## src/rtl/tlc_pkg.sv

```systemverilog
`timescale 1ns / 1ps
package tlc_pkg;
    localparam int L1_LINES   = 8;
    localparam int L2_LINES   = 16;
    localparam int L3_LINES   = 32;
    localparam int ADDR_W     = 16;
    localparam int CNT_W      = 16;
    localparam int IDX_W      = $clog2(L3_LINES);
    localparam int COST_W     = 18;
    localparam int SUM_W      = 48;
    localparam int REG_W      = 16;

    localparam logic [1:0] POL_LRU     = 2'd0;
    localparam logic [1:0] POL_LFU     = 2'd1;
    localparam logic [1:0] POL_FIFO    = 2'd2;
    localparam logic [1:0] POL_LRU_ALT = 2'd3;

    localparam logic [2:0] REG_POLICY = 3'd0;
    localparam logic [2:0] REG_COST1  = 3'd1;
    localparam logic [2:0] REG_COST2  = 3'd2;
    localparam logic [2:0] REG_COST3  = 3'd3;
    localparam logic [2:0] REG_COSTM  = 3'd4;

    localparam logic [1:0] LVL_L1  = 2'd0;
    localparam logic [1:0] LVL_L2  = 2'd1;
    localparam logic [1:0] LVL_L3  = 2'd2;
    localparam logic [1:0] LVL_MEM = 2'd3;

    typedef logic [IDX_W-1:0] t_idx;

    // scan token handed from cell to cell
    typedef struct packed {
        logic              hit;
        t_idx              hit_idx;
        logic              inv;
        t_idx              inv_idx;
        logic [CNT_W-1:0]  best_cnt;
        t_idx              best_idx;
        logic [ADDR_W-1:0] best_tag;
        logic              best_dirty;
    } t_tok;

    // update broadcast to every cell of one level
    typedef struct packed {
        logic              age;
        logic              hit_en;
        t_idx              hit_idx;
        logic              hit_lfu;
        logic              hit_zero;
        logic              hit_dirty;
        logic              fill_en;
        t_idx              fill_idx;
        logic [ADDR_W-1:0] fill_tag;
        logic              fill_dirty;
    } t_cmd;
endpackage

```

## src/rtl/tlc_cell.sv

```systemverilog
`timescale 1ns / 1ps
module tlc_cell (
    input  logic                       i_clk,
    input  logic                       i_rst_n,
    input  tlc_pkg::t_idx              i_idx,
    input  logic [tlc_pkg::ADDR_W-1:0] i_addr,
    input  logic                       i_lfu,
    input  tlc_pkg::t_cmd              i_cmd,
    input  tlc_pkg::t_tok              i_tok,
    input  logic                       i_tok_vld,
    output tlc_pkg::t_tok              o_tok,
    output logic                       o_tok_vld
);
    logic [tlc_pkg::ADDR_W-1:0] r_tag, n_tag;
    logic                       r_valid, n_valid;
    logic                       r_dirty, n_dirty;
    logic [tlc_pkg::CNT_W-1:0]  r_cnt, n_cnt;
    logic [tlc_pkg::CNT_W-1:0]  cnt_inc;
    tlc_pkg::t_tok              r_tok, n_tok;
    logic                       r_tok_vld;
    logic                       better;

    assign cnt_inc = (r_cnt == '1) ? r_cnt : r_cnt + 1'b1;

    always_comb begin
        n_tag   = r_tag;
        n_valid = r_valid;
        n_dirty = r_dirty;
        n_cnt   = r_cnt;
        if (i_cmd.age && r_valid) begin
            n_cnt = cnt_inc;
        end
        if (i_cmd.hit_en && i_cmd.hit_idx == i_idx) begin
            if (i_cmd.hit_lfu) begin
                n_cnt = cnt_inc;
            end
            if (i_cmd.hit_zero) begin
                n_cnt = '0;
            end
            if (i_cmd.hit_dirty) begin
                n_dirty = 1'b1;
            end
        end
        if (i_cmd.fill_en && i_cmd.fill_idx == i_idx) begin
            n_tag   = i_cmd.fill_tag;
            n_valid = 1'b1;
            n_dirty = i_cmd.fill_dirty;
            n_cnt   = '0;
        end
    end

    assign better = i_lfu ? (r_cnt < i_tok.best_cnt) : (r_cnt > i_tok.best_cnt);

    always_comb begin
        n_tok = i_tok;
        if (!i_tok.hit && r_valid && r_tag == i_addr) begin
            n_tok.hit     = 1'b1;
            n_tok.hit_idx = i_idx;
        end
        if (!i_tok.inv && !r_valid) begin
            n_tok.inv     = 1'b1;
            n_tok.inv_idx = i_idx;
        end
        // first cell seeds the running best, later cells replace only on strict win
        if (i_idx == '0 || better) begin
            n_tok.best_cnt   = r_cnt;
            n_tok.best_idx   = i_idx;
            n_tok.best_tag   = r_tag;
            n_tok.best_dirty = r_dirty;
        end
    end

    always_ff @(posedge i_clk) begin
        r_tag <= n_tag;
        r_tok <= n_tok;
        if (!i_rst_n) begin
            r_valid   <= 1'b0;
            r_dirty   <= 1'b0;
            r_cnt     <= '0;
            r_tok_vld <= 1'b0;
        end else begin
            r_valid   <= n_valid;
            r_dirty   <= n_dirty;
            r_cnt     <= n_cnt;
            r_tok_vld <= i_tok_vld;
        end
    end

    assign o_tok     = r_tok;
    assign o_tok_vld = r_tok_vld;
endmodule

```

## config.mk

```make
export PLATFORM = sky130hd
export DESIGN_NAME = tlc_cell
export DESIGN_NICKNAME = d
export VERILOG_FILES = /design/src/rtl/tlc_pkg.sv /design/src/rtl/tlc_cell.sv
export SDC_FILE = /design/constraint.sdc
export NUM_CORES = 1
export LEC_CHECK = 0
export BUFFER_PORTS_ARGS = -buffer_cell sky130_fd_sc_hd__buf_2
export CAP_MARGIN = 20
export CORE_ASPECT_RATIO = 0.75
export CORE_MARGIN = 8
export CORE_UTILIZATION = 45
export DETAILED_ROUTE_END_ITERATION = 10
export PLACE_DENSITY_LB_ADDON = 0.08
export SYNTH_ARGS = -nofsm -noshare
export SYNTH_HDL_FRONTEND = slang
export SYNTH_SLANG_ARGS = --single-unit
```

## constraint.sdc

```tcl
create_clock -name i_clk -period 2.8 [get_ports i_clk]
set_input_delay 0.14 -clock i_clk [delete_from_list [all_inputs] [get_ports i_clk]]
set_output_delay 0.14 -clock i_clk [all_outputs]
set_load 0.1 [all_outputs]
```

==> impl_metrics.csv <==
group,metric,value,unit
layout,nets,629,
place,port_buffers,158,
yosys,ys_seq_area_share,48.6,%
clock_tree,insertion_delay,330,ps
routing,drc,0,
clock_tree,postCtsSetupBuffers,0,
sta,finalCritPeriodShare,90.8,%
power_and_ir_drop,powerDensity,623,nW/um^2
routing,dr.pass1.iters,4,
sta,tightest_slew,737,ps
yosys,ys.flop_type,"dfxtp_1",
sta,drv_slew,0,
global_routing,grt.overflow.total,0,
clock_tree,ctsResizeCount,0,
sta,setup_viol,0,
yosys,netlist_area,3830,sq um
yosys,avgSynthCellArea,12.1,sq um
yosys,synth-seq-cells,85,
yosys,ys_warn_count,0,
worst_setup_path,cp_slowest_stage_delay,430,ps
layout,n_antenna_cell,0,
power_and_ir_drop,comb_power_share,20.3,%
outcome,outcome,"completed",
routing,via_per_inst,4.88,
clock_tree,clk_pin_slew_worst_paths,60,ps
power_and_ir_drop,p_int,2.32,mW
sta,finClkSkew,3.53,ps
worst_setup_path,end_kind,"flop",
power_and_ir_drop,power.share.clock,39.5,%
floorplanning,die_h,95.9,um
sta,finalHoldViolations,0,
worst_setup_path,worstSetupPathType,"reg2reg",
clock_tree,cts_buffer_depth,2,
power_and_ir_drop,p_leak,2.52,nW
clock_tree,clock-sinks,85,
worst_setup_path,path_cells,"ha_1 -> a21oi_1 -> o21ai_0 -> a221o_1 -> nor3_4 -> mux2i_4 -> buf_12 -> mux2_2",
yosys,ys_types,44,
sta,max_freq,393,MHz
global_routing,antenna_found_initial,1,
yosys,synth_edf_count,16,
place,hpwlAfterDp,8100,um
worst_hold_path,worstHoldPathType,"in2reg",
sta,fin_tns_setup,0,ps
clock_tree,cts_root_buf,"clkbuf_16",
global_routing,first_global_vias,3361,
routing,vias,3010,
global_routing,grt_use_total,18.4,%
floorplanning,start_util,45.7,%
floorplanning,placementRows,29,
layout,area_growth_syn_to_layout,36.9,%
yosys,async_flop_share,0,%
yosys,postSynthNetCount,443,
floorplanning,io-pin-count,159,
global_routing,grt_first_pass_wirelength,16600,um
floorplanning,die_w,123,um
worst_setup_path,crit_path_max_fanout,26,
sta,relSlewSlack,50.7,%
routing,wirelength,10400,um
worst_setup_path,crit_slowest_cell,"dfxtp_1",
clock_tree,cts_tree,"done",
worst_setup_path,start_kind,"flop",
layout,fillers,728,
routing,drtIter0Drc,105,
sta,final.min_clock_period,2540,ps
power_and_ir_drop,p_seq_share,40.2,%
floorplanning,die-area,11800,sq um
power_and_ir_drop,p_sw_share,29.0,%
floorplanning,core,8380,sq um
routing,post_drt_wl_per_cell,16.8,um
layout,stdcell_count,617,
global_routing,grt_max_degree,27,
sta,rsz0062_at_grt,"no",
worst_setup_path,worstPathRequired,3020,ps
power_and_ir_drop,peakVddDrop,0.347,mV
clock_tree,htreeDepth,3,
yosys,syn_inst,318,
place,place_congestion,0.819,
place,place_inst,585,
worst_setup_path,arrival,2760,ps
clock_tree,cts_buffers,9,
power_and_ir_drop,p_sw,949,uW
routing,drtAntennaViolNets,0,
layout,drive_gt1_share,45.6,%
flow_run,maxCapViolCount,0,
-- routing by layer --
metal  global-route usage (%)  share of wire [%]
met3                     7.80                 11
met1                     21.3                 42
met5                        0               0.13
met4                     6.07                1.2
met2                     30.5                 46
-- placed cells by master (no fill, tap or decap), types with 2 or more instances in the layout --
master and n:
ha_1 17, mux2_2 18, nor4_1 3, dlygate4sd3_1 16
nand4_1 10, inv_1 20, and2_1 3, buf_4 8
edfxtp_1 16, and3_1 7, mux2i_1 5, clkbuf_16 9
nor2b_1 2, nor2_1 20, and4_1 2, xor2_1 27
buf_2 158, mux2_4 27, a311oi_1 2, bufinv_16 2
xnor2_1 10, nand2b_1 3, a21oi_1 8, nand2_1 7
dfxtp_1 69, a211oi_1 2, nor3_1 4, clkbuf_1 2
nand3_1 10, clkbuf_8 2
-- cells in the mapped netlist (4+ instances only) --
| master | count | area (sq um) |
|---|---|---|
| a21oi_1 | 8 | 40.0 |
| and3_1 | 7 | 43.8 |
| clkbuf_1 | 4 | 15.0 |
| dfxtp_1 | 69 | 1380 |
| edfxtp_1 | 16 | 480 |
| ha_1 | 17 | 213 |
| inv_1 | 20 | 75.1 |
| mux2_2 | 18 | 203 |
| mux2_4 | 27 | 405 |
| mux2i_1 | 5 | 50.1 |
| nand2_1 | 7 | 26.3 |
| nand3_1 | 10 | 50.1 |
| nand4_1 | 10 | 62.6 |
| nor2_1 | 20 | 75.1 |
| nor3_1 | 4 | 20.0 |
| xnor2_1 | 10 | 87.6 |
| xor2_1 | 27 | 236 |
-- registers in the layout (all words and copies together), names as in the netlist --
signal and cells:
o_tok 50, o_tok_vld 1, r_cnt 16, r_dirty 1, r_tag 16, r_valid 1
-- power by group through the flow --
stage	sequential, mW	clock (mW)	combinational [mW]
2_1_floorplan	1.69	0	0.144
3_3_place_gp	1.34	0	0.641
3_5_place_dp	1.34	0	0.648
4_1_cts	1.31	1.33	0.667
5_1_grt	1.32	1.37	0.696
6_report	1.31	1.29	0.663
-- kinds of logic after synthesis --
group           Yosys count  share of synthesized area, %
flops                    85                          48.6
compound gates           21                          4.05
fa+ha+maj                17                          5.55
xor+xnor                 37                          8.45
simple gates             79                          11.6
buf+inv                  28                          4.05
mux                      51                          17.8
-- worst max-delay path: cells and delay by family (launching register included) --
family          cells  cell delay, ps
buf+inv             1             260
flops               1             430
mux                 2             670
fa+ha+maj           1             280
compound gates      3             560
simple gates        1             210
-- area by class of cell --
| cell class | count | area [sq um] | area share (%) |
|---|---|---|---|
| clock buffers | 13 | 260 | 4.96 |
| clock inverters | 3 | 67.6 | 1.29 |
| inverters | 20 | 75.1 | 1.43 |
| multi-input cells | 205 | 1820 | 34.6 |
| flip-flops and latches | 85 | 1860 | 35.5 |
| well taps | 108 | 135 | 2.58 |
| repair buffers | 183 | 1030 | 19.6 |
-- per-stage QoR --
step	hold WS [ps]	power (mW)	instance area, sq um	worst slack (ps)	utilization [%]
6_report	11.9	3.27	5250	257	62.6
5_1_grt	20.3	3.38	5250	119	62.6
4_1_cts	5.15	3.31	5250	245	62.6
3_5_place_dp	319	1.99	4760	251	56.8
3_3_place_gp	318	1.98	4760	280	56.8
2_1_floorplan	239	1.83	3830	317	-
-- path summary, 6_finish.rpt --
path | startpoint | to | slack, ps | cells past startpoint
setup / recovery | r_cnt[7]$_SDFF_PP0_ | o_tok[5]$_DFF_P_ | 260 | 8
hold / removal | i_tok[43] | o_tok[43]$_SDFF_PP1_ | 10 | 2
setup reg to reg | r_cnt[7]$_SDFF_PP0_ | o_tok[5]$_DFF_P_ | 260 | 8
hold reg to reg | r_valid$_SDFFE_PN0P_ | o_tok[43]$_SDFF_PP1_ | 460 | 1
-- what timing repair did --
item                                    CTS  global route
hold buffers                             16             0
endpoints found under the setup margin    0             0
hold endpoints to repair                 16             0
Power figures use the tool's default switching activity.
